--- config.mk ---
export PLATFORM = sky130hd
export DESIGN_NAME = signed_int_to_radix_string
export DESIGN_NICKNAME = d
export VERILOG_FILES = /design/src/hw/rtl/sirs_pkg.sv /design/src/hw/rtl/signed_int_to_radix_string.sv /design/src/hw/rtl/sirs_ram.sv
export SDC_FILE = /design/constraint.sdc
export NUM_CORES = 1
export LEC_CHECK = 0
export BUFFER_PORTS_ARGS = -buffer_cell sky130_fd_sc_hd__buf_4
export CAP_MARGIN = 20
export CORE_ASPECT_RATIO = 1.25
export CORE_MARGIN = 2
export CORE_UTILIZATION = 30
export CTS_BUF_LIST = sky130_fd_sc_hd__clkbuf_4 sky130_fd_sc_hd__clkbuf_8 sky130_fd_sc_hd__clkbuf_16
export CTS_CLUSTER_DIAMETER = 50
export DETAILED_ROUTE_END_ITERATION = 10
export PLACE_DENSITY = 0.43
export SETUP_SLACK_MARGIN = 0.3
export SYNTH_ARGS = -nofsm -noshare
export SYNTH_HDL_FRONTEND = slang
export SYNTH_SLANG_ARGS = --single-unit
--- constraint.sdc ---
create_clock -name clk -period 3.55 [get_ports clk]
set_input_delay 0.71 -clock clk [delete_from_list [all_inputs] [get_ports clk]]
set_output_delay 0.71 -clock clk [all_outputs]
set_load 0.005 [all_outputs]
--- src/hw/rtl/sirs_pkg.sv ---
package sirs_pkg;

  // Configuration register indexes.
  localparam logic [2:0] CFG_BASE_SIZE = 3'd0;
  localparam logic [2:0] CFG_ALPHA_0   = 3'd1;
  localparam logic [2:0] CFG_ALPHA_1   = 3'd2;
  localparam logic [2:0] CFG_ALPHA_2   = 3'd3;
  localparam logic [2:0] CFG_ALPHA_3   = 3'd4;

  localparam int unsigned CFG_INDEX_W = 3;
  localparam int unsigned CFG_DATA_W  = 64;
  localparam int unsigned BASE_W      = 6;
  localparam int unsigned DIGIT_W     = 5;
  localparam int unsigned CHAR_W      = 8;

  localparam logic [BASE_W-1:0] RADIX_MAX = 6'd32;
  localparam logic [BASE_W-1:0] RADIX_MIN = 6'd2;
  localparam logic [CHAR_W-1:0] MINUS_CHAR = 8'h2D;

  typedef enum logic [4:0] {
    S_IDLE = 5'b00001,
    S_DIV  = 5'b00010,
    S_RD   = 5'b00100,
    S_LD   = 5'b01000,
    S_OUT  = 5'b10000
  } state_t;

endpackage

--- src/hw/rtl/signed_int_to_radix_string.sv ---
// Sequence: take the word, run the shared bit-serial divider once per digit, then hand
// out a minus sign first if the word is negative, then each digit character (RAM read,
// load, hand-off), each character waiting as long as out_ready is low.
// Throughput: one word at a time; in_ready is high only when no conversion is pending.
// Zero and a bad radix give a single character in the cycle right after acceptance.
// Reset (synchronous, rst_n low) clears the sequencer and the configuration registers.
module signed_int_to_radix_string #(
  parameter int unsigned MAX_DIGITS  = 32,
  parameter int unsigned VALUE_WIDTH = 32
) (
  input  logic                                 clk,
  input  logic                                 rst_n,

  input  logic                                 in_valid,
  output logic                                 in_ready,
  input  logic signed [VALUE_WIDTH-1:0]        in_value,

  output logic                                 out_valid,
  input  logic                                 out_ready,
  output logic [sirs_pkg::CHAR_W-1:0]          out_char,
  output logic                                 out_is_last,
  output logic                                 out_bad_base,

  input  logic                                 cfg_we,
  input  logic [sirs_pkg::CFG_INDEX_W-1:0]     cfg_index,
  input  logic [sirs_pkg::CFG_DATA_W-1:0]      cfg_wdata
);

  localparam int unsigned AW    = (MAX_DIGITS > 1) ? $clog2(MAX_DIGITS) : 1;
  localparam int unsigned CNT_W = $clog2(MAX_DIGITS + 1);
  localparam int unsigned BIT_W = (VALUE_WIDTH > 1) ? $clog2(VALUE_WIDTH) : 1;

  // Configuration registers.
  logic [sirs_pkg::BASE_W-1:0]     base_size_r;
  logic [sirs_pkg::CFG_DATA_W-1:0] alpha0_r, alpha1_r, alpha2_r, alpha3_r;

  always_ff @(posedge clk) begin
    if (!rst_n) begin
      base_size_r <= '0;
      alpha0_r    <= '0;
      alpha1_r    <= '0;
      alpha2_r    <= '0;
      alpha3_r    <= '0;
    end else if (cfg_we) begin
      unique case (cfg_index)
        sirs_pkg::CFG_BASE_SIZE: base_size_r <= cfg_wdata[sirs_pkg::BASE_W-1:0];
        sirs_pkg::CFG_ALPHA_0:   alpha0_r    <= cfg_wdata;
        sirs_pkg::CFG_ALPHA_1:   alpha1_r    <= cfg_wdata;
        sirs_pkg::CFG_ALPHA_2:   alpha2_r    <= cfg_wdata;
        sirs_pkg::CFG_ALPHA_3:   alpha3_r    <= cfg_wdata;
        default: ;
      endcase
    end
  end

  logic [4*sirs_pkg::CFG_DATA_W-1:0] alpha_vec;
  logic [sirs_pkg::BASE_W-1:0]       radix;

  assign alpha_vec = {alpha3_r, alpha2_r, alpha1_r, alpha0_r};
  assign radix     = (base_size_r > sirs_pkg::RADIX_MAX) ? sirs_pkg::RADIX_MAX : base_size_r;

  // Sequencer and divider state.
  sirs_pkg::state_t             state_r, state_nxt;
  logic [VALUE_WIDTH-1:0]       quot_r, quot_nxt;
  logic [sirs_pkg::DIGIT_W-1:0] rem_r, rem_nxt;
  logic [BIT_W-1:0]             bit_cnt_r, bit_cnt_nxt;
  logic [CNT_W-1:0]             cnt_r, cnt_nxt;
  logic                         neg_r, neg_nxt;
  logic [sirs_pkg::CHAR_W-1:0]  char_r, char_nxt;
  logic                         last_r, last_nxt;
  logic                         bad_r, bad_nxt;

  logic                         ram_we;
  logic [AW-1:0]                ram_waddr;
  logic [AW-1:0]                ram_raddr;
  logic [sirs_pkg::DIGIT_W-1:0] ram_rdata;

  logic                         in_neg;
  logic [VALUE_WIDTH-1:0]       in_mag;
  logic [sirs_pkg::BASE_W-1:0]  trial;
  logic                         qbit;
  logic [VALUE_WIDTH-1:0]       quot_step;
  logic [sirs_pkg::DIGIT_W-1:0] rem_step;
  logic [CNT_W-1:0]             cnt_inc;

  assign in_neg = in_value[VALUE_WIDTH-1];
  assign in_mag = in_neg ? (~in_value + VALUE_WIDTH'(1)) : in_value;

  // One restoring step: shift the next dividend bit into the partial remainder.
  assign trial     = {rem_r, quot_r[VALUE_WIDTH-1]};
  assign qbit      = (trial >= radix);
  assign rem_step  = qbit ? sirs_pkg::DIGIT_W'(trial - radix) : trial[sirs_pkg::DIGIT_W-1:0];
  assign quot_step = {quot_r[VALUE_WIDTH-2:0], qbit};
  assign cnt_inc   = cnt_r + CNT_W'(1);

  assign ram_waddr = cnt_r[AW-1:0];
  assign ram_raddr = AW'(cnt_r - CNT_W'(1));

  always_comb begin
    state_nxt   = state_r;
    quot_nxt    = quot_r;
    rem_nxt     = rem_r;
    bit_cnt_nxt = bit_cnt_r;
    cnt_nxt     = cnt_r;
    neg_nxt     = neg_r;
    char_nxt    = char_r;
    last_nxt    = last_r;
    bad_nxt     = bad_r;
    ram_we      = 1'b0;

    unique case (state_r)
      sirs_pkg::S_IDLE: begin
        if (in_valid) begin
          quot_nxt    = in_mag;
          rem_nxt     = '0;
          bit_cnt_nxt = BIT_W'(VALUE_WIDTH - 1);
          cnt_nxt     = '0;
          neg_nxt     = in_neg;
          if (in_value == '0) begin
            char_nxt  = alpha0_r[sirs_pkg::CHAR_W-1:0];
            last_nxt  = 1'b1;
            bad_nxt   = 1'b0;
            state_nxt = sirs_pkg::S_OUT;
          end else if (radix < sirs_pkg::RADIX_MIN) begin
            char_nxt  = '0;
            last_nxt  = 1'b1;
            bad_nxt   = 1'b1;
            state_nxt = sirs_pkg::S_OUT;
          end else begin
            state_nxt = sirs_pkg::S_DIV;
          end
        end
      end

      sirs_pkg::S_DIV: begin
        quot_nxt    = quot_step;
        rem_nxt     = rem_step;
        bit_cnt_nxt = bit_cnt_r - BIT_W'(1);
        if (bit_cnt_r == '0) begin
          // Digit done: store the remainder and start on the quotient.
          ram_we      = 1'b1;
          cnt_nxt     = cnt_inc;
          rem_nxt     = '0;
          bit_cnt_nxt = BIT_W'(VALUE_WIDTH - 1);
          if (quot_step == '0 || cnt_inc == CNT_W'(MAX_DIGITS)) begin
            if (neg_r) begin
              char_nxt  = sirs_pkg::MINUS_CHAR;
              last_nxt  = 1'b0;
              bad_nxt   = 1'b0;
              state_nxt = sirs_pkg::S_OUT;
            end else begin
              state_nxt = sirs_pkg::S_RD;
            end
          end
        end
      end

      sirs_pkg::S_RD: begin
        cnt_nxt   = cnt_r - CNT_W'(1);
        state_nxt = sirs_pkg::S_LD;
      end

      sirs_pkg::S_LD: begin
        char_nxt  = alpha_vec[{ram_rdata, 3'b000} +: sirs_pkg::CHAR_W];
        last_nxt  = (cnt_r == '0);
        bad_nxt   = 1'b0;
        state_nxt = sirs_pkg::S_OUT;
      end

      sirs_pkg::S_OUT: begin
        if (out_ready) begin
          state_nxt = last_r ? sirs_pkg::S_IDLE : sirs_pkg::S_RD;
        end
      end

      default: state_nxt = sirs_pkg::S_IDLE;
    endcase
  end

  always_ff @(posedge clk) begin
    if (!rst_n) begin
      state_r <= sirs_pkg::S_IDLE;
    end else begin
      state_r <= state_nxt;
    end
  end

  always_ff @(posedge clk) begin
    quot_r    <= quot_nxt;
    rem_r     <= rem_nxt;
    bit_cnt_r <= bit_cnt_nxt;
    cnt_r     <= cnt_nxt;
    neg_r     <= neg_nxt;
    char_r    <= char_nxt;
    last_r    <= last_nxt;
    bad_r     <= bad_nxt;
  end

  sirs_ram #(
    .WIDTH (sirs_pkg::DIGIT_W),
    .DEPTH (MAX_DIGITS)
  ) u_digit_ram (
    .clk   (clk),
    .we    (ram_we),
    .waddr (ram_waddr),
    .wdata (rem_step),
    .raddr (ram_raddr),
    .rdata (ram_rdata)
  );

  assign in_ready     = (state_r == sirs_pkg::S_IDLE);
  assign out_valid    = (state_r == sirs_pkg::S_OUT);
  assign out_char     = char_r;
  assign out_is_last  = last_r;
  assign out_bad_base = bad_r;

endmodule

--- src/hw/rtl/sirs_ram.sv ---
module sirs_ram #(
  parameter int unsigned WIDTH = 5,
  parameter int unsigned DEPTH = 32
) (
  input  logic                     clk,
  input  logic                     we,
  input  logic [$clog2(DEPTH)-1:0] waddr,
  input  logic [WIDTH-1:0]         wdata,
  input  logic [$clog2(DEPTH)-1:0] raddr,
  output logic [WIDTH-1:0]         rdata
);

  logic [WIDTH-1:0] mem [DEPTH];
  logic [WIDTH-1:0] rdata_r;

  always_ff @(posedge clk) begin
    if (we) begin
      mem[waddr] <= wdata;
    end
    rdata_r <= mem[raddr];
  end

  assign rdata = rdata_r;

endmodule
==> run_results.csv <==
group,metric,value,unit
timing,worstMarginPinSlew,0.875,ns
placement,dp_slack,0.341,ns
setup_path,crit_top_cell,"nor2_1",
clock_network,cts.repair.resized,0,
timing,finClkSkew,0.0221,ns
yosys,synthesis.nets,2111,
placement,post-dp-hpwl,42100,um
clock_network,cts_root_buffer,"clkbuf_16",
global_routing,grt_max_degree,101,
timing,setup_viol_count_final,0,
global_routing,grt_pass1_wl,94700,um
clock_network,insertion_delay,0.61,ns
clock_network,h-tree-depth,2,
floorplanning,fp.dieW,242,um
run,cap_violations,0,
setup_path,cpPeakStageDelay,0.77,ns
setup_path,cp-end-kind,"flip-flop",
timing,tns,0,ns
yosys,synth-seq-area-share,56.5,%
floorplanning,dieArea,0.0731,mm^2
power,vdd_drop_max,0.000388,V
global_routing,grt_pass1_vias,15400,
final_layout,finalNetCount,2195,
worst_hold_path,hold_class,"in2reg",
detailed_routing,routed_wl,62100,um
setup_path,cp_num_buf_inv,0,
clock_network,clkTransAtPathRegs,0.07,ns
yosys,synth_mux_area_share,13.1,%
setup_path,critPathKind,"reg2reg",
setup_path,critPathLaunchType,"flip-flop",
yosys,yosysUniqueCellTypes,61,
clock_network,cts_sinks,491,
timing,fin_crit_sh,86.5,%
final_layout,n_fill_cell,6986,
timing,worst_slack,0.479,ns
setup_path,required,3.79,ns
clock_network,cts_setup_buffers,0,
floorplanning,coreArea,0.0705,mm^2
setup_path,r2r-start,"state_r[2]$_SDFFE_PN0P_",
setup_path,critical_path.cell_chain,"or4b_2 -> or2_2 -> nor2_1 -> nand2_1 -> nor2_1",
power,p_per_area,668,mW/mm^2
placement,place_congestion,0.779,
setup_path,slowest_stage,"or4b_2",
clock_network,cts_buffer_depth,3,
timing,max_freq,0.326,GHz
detailed_routing,via_per_inst,4.94,
floorplanning,die_y,302,um
yosys,synth-edff-count,219,
timing,timing.slew.headroom,41.7,%
setup_path,cp_data_arrival_time,3.31,ns
detailed_routing,drc,0,
setup_path,path_delay_family,"simple AND/OR/NAND/NOR gates",
timing,post-route-min-period,3.07,ns
final_layout,syn_to_final_growth,18.5,%
yosys,yosys_warnings,0,
worst_hold_path,hp-start,"cfg_wdata[26]",
timing,timing_hold_violations_final,0,
detailed_routing,drt_pre_antenna_iters,7,
yosys,synth_top_family_by_area,"simple AND/OR/NAND/NOR gates",
final_layout,layout-drive-gt1-share,19.3,%
detailed_routing,wl_per_cell,20.2,um
final_layout,multi_input_area,0.00872,mm^2
final_layout,layout.area.seq,0.0120,mm^2
yosys,synth-compound-area-share,10.1,%
yosys,synth_flop_cell,"dfxtp_1",
detailed_routing,vias,15100,
detailed_routing,ant_nets,0,
yosys,synthArstFlopShare,0,%
timing,rsz0062_at_grt,"false",
global_routing,grt_util_all_layers,16.9,%
final_layout,final_cell_mix,"nand2_1, a21oi_1, dfxtp_1, edfxtp_1, buf_4",
floorplanning,ioPinCount,116,
global_routing,grt_antenna_before_repair,1,
global_routing,overflow,0,
yosys,netlist_area,0.0213,mm^2
setup_path,worstSetupStartpoint,"state_r[2]$_SDFFE_PN0P_",
floorplanning,rows,109,
yosys,ys_seq_elements,491,
yosys,synthAdderAreaFrac,0.858,%
final_layout,final_common_cell,"nand2_1",
clock_network,cts_buffers,53,
yosys,avgSynthCellArea,10.7,um^2
power,p_leak,8.31,nW
yosys,synth_xor_area_share,1.52,%
placement,io_buffers,115,
timing,slew_violations,0,
floorplanning,initial_core_util,30.2,%
yosys,synthSimpleGateAreaFrac,15.1,%
yosys,syn_inst,1993,
setup_path,crit_fanout,8,
detailed_routing,first_iter_violations,944,
status,run_status,"complete, no violations",
clock_network,cts_tree,"yes",
clock_network,hold_buffers,0,
-- state kept, by name, indices dropped and copies added, names as in the netlist --
register,flops
cnt_r,6
u_digit_ram.mem,160
alpha3_r,64
base_size_r,6
rem_r,5
neg_r,1
state_r,5
out_is_last,1
bit_cnt_r,5
alpha2_r,64
alpha0_r,64
out_char,8
alpha1_r,64
u_digit_ram.rdata,5
quot_r,32
out_bad_base,1
-- worst paths after layout --
check / to / slack (ns) / depth (start not counted)
min reg2reg: alpha3_r[29]$_SDFFE_PN0P_ / 0.45 / 2
max: u_digit_ram.mem[30][1]$_DFFE_PP_ / 0.48 / 5
min: alpha0_r[26]$_SDFFE_PN0P_ / 0.38 / 3
max reg2reg: u_digit_ram.mem[30][1]$_DFFE_PP_ / 0.48 / 5
-- kinds of logic (layout without fill, tap and decap cells) --
kind of cell	count (synthesis)	after routing
muxes	136	136
other	0	1
AOI/OAI and AO/OA	391	391
xor gates and xnor gates	37	37
buffers and inverters	155	284
adders and majority gates	14	14
and+or+nand+nor	769	769
DFF	491	491
-- layout make-up --
class / instances / area share, %
Sequential cell: 491 / 47.7
Multi-Input combinational cell: 1347 / 34.6
Clock buffer: 74 / 6.13
Timing Repair Buffer: 163 / 5.34
Tap cell: 943 / 4.68
Clock inverter: 26 / 1.24
Inverter: 21 / 0.342
Antenna cell: 1 / 0.00992
-- worst min-delay path: cells and delay by family --
family                 cells  cell delay, ns
buffers and inverters      1            0.13
and+or+nand+nor            1            0.05
AOI/OAI and AO/OA          1            0.05
-- synthesized netlist by cell type (all sizes together), types with 2 or more instances --
cell type | count | share of area, %
edfxtp | 219 | 31
mux2 | 6 | 0.32
or3b | 2 | 0.082
nand3b | 8 | 0.28
nor3b | 2 | 0.071
nor2 | 64 | 1.1
dfxtp | 272 | 26
xnor2 | 7 | 0.29
a31oi | 4 | 0.12
or3 | 10 | 0.29
inv | 21 | 0.37
xor2 | 30 | 1.2
buf | 25 | 0.49
and2 | 5 | 0.15
nand3 | 22 | 0.52
o22a | 6 | 0.25
o21ai | 45 | 1.1
a21oi | 279 | 6.6
nor4 | 17 | 0.57
or4 | 4 | 0.16
nand2b | 5 | 0.15
a22oi | 11 | 0.39
clkbuf | 109 | 1.9
and3 | 3 | 0.088
ha | 13 | 0.76
nor3 | 16 | 0.38
or4b | 2 | 0.11
a2111oi | 2 | 0.082
nand4 | 7 | 0.21
mux2i | 16 | 0.75
o22ai | 5 | 0.15
o21a | 4 | 0.14
nor2b | 10 | 0.29
a221oi | 2 | 0.082
nand2 | 582 | 10
or2 | 6 | 0.18
o41ai | 8 | 0.33
nor4b | 2 | 0.11
o31ai | 13 | 0.46
mux4 | 114 | 12
-- report_power, final --
| part | switching, mW | internal, mW |
|---|---|---|
| registers | 0.399 | 6.49 |
| logic | 2.32 | 1.79 |
| clock network | 2.40 | 3.45 |
-- layer usage --
metal  track usage [%]  vias to the layer above  wire length [um]
li1                  -                     7275                 -
met2              30.1                      279             31700
met5                 0                        -                 0
met1              21.2                     7499             26600
met4              5.34                        0              1760
met3              2.24                       89              2060
-- stage by stage --
step / power (mW) / cells / utilization, % / hold slack, ns / area, um^2
detailed placement: 11.2 / 2964 / 33.1 / 0.443 / 23400
finish: 16.8 / 3066 / 35.8 / 0.383 / 25200
global route: 17.6 / 3066 / 35.8 / 0.354 / 25200
CTS: 17.1 / 3064 / 35.8 / 0.351 / 25200
floorplan: 9.48 / 1993 / - / 0.433 / 21300
global placement: 11.2 / 2964 / 33.1 / 0.438 / 23400
Note: power is estimated with default switching activity, not from simulation.
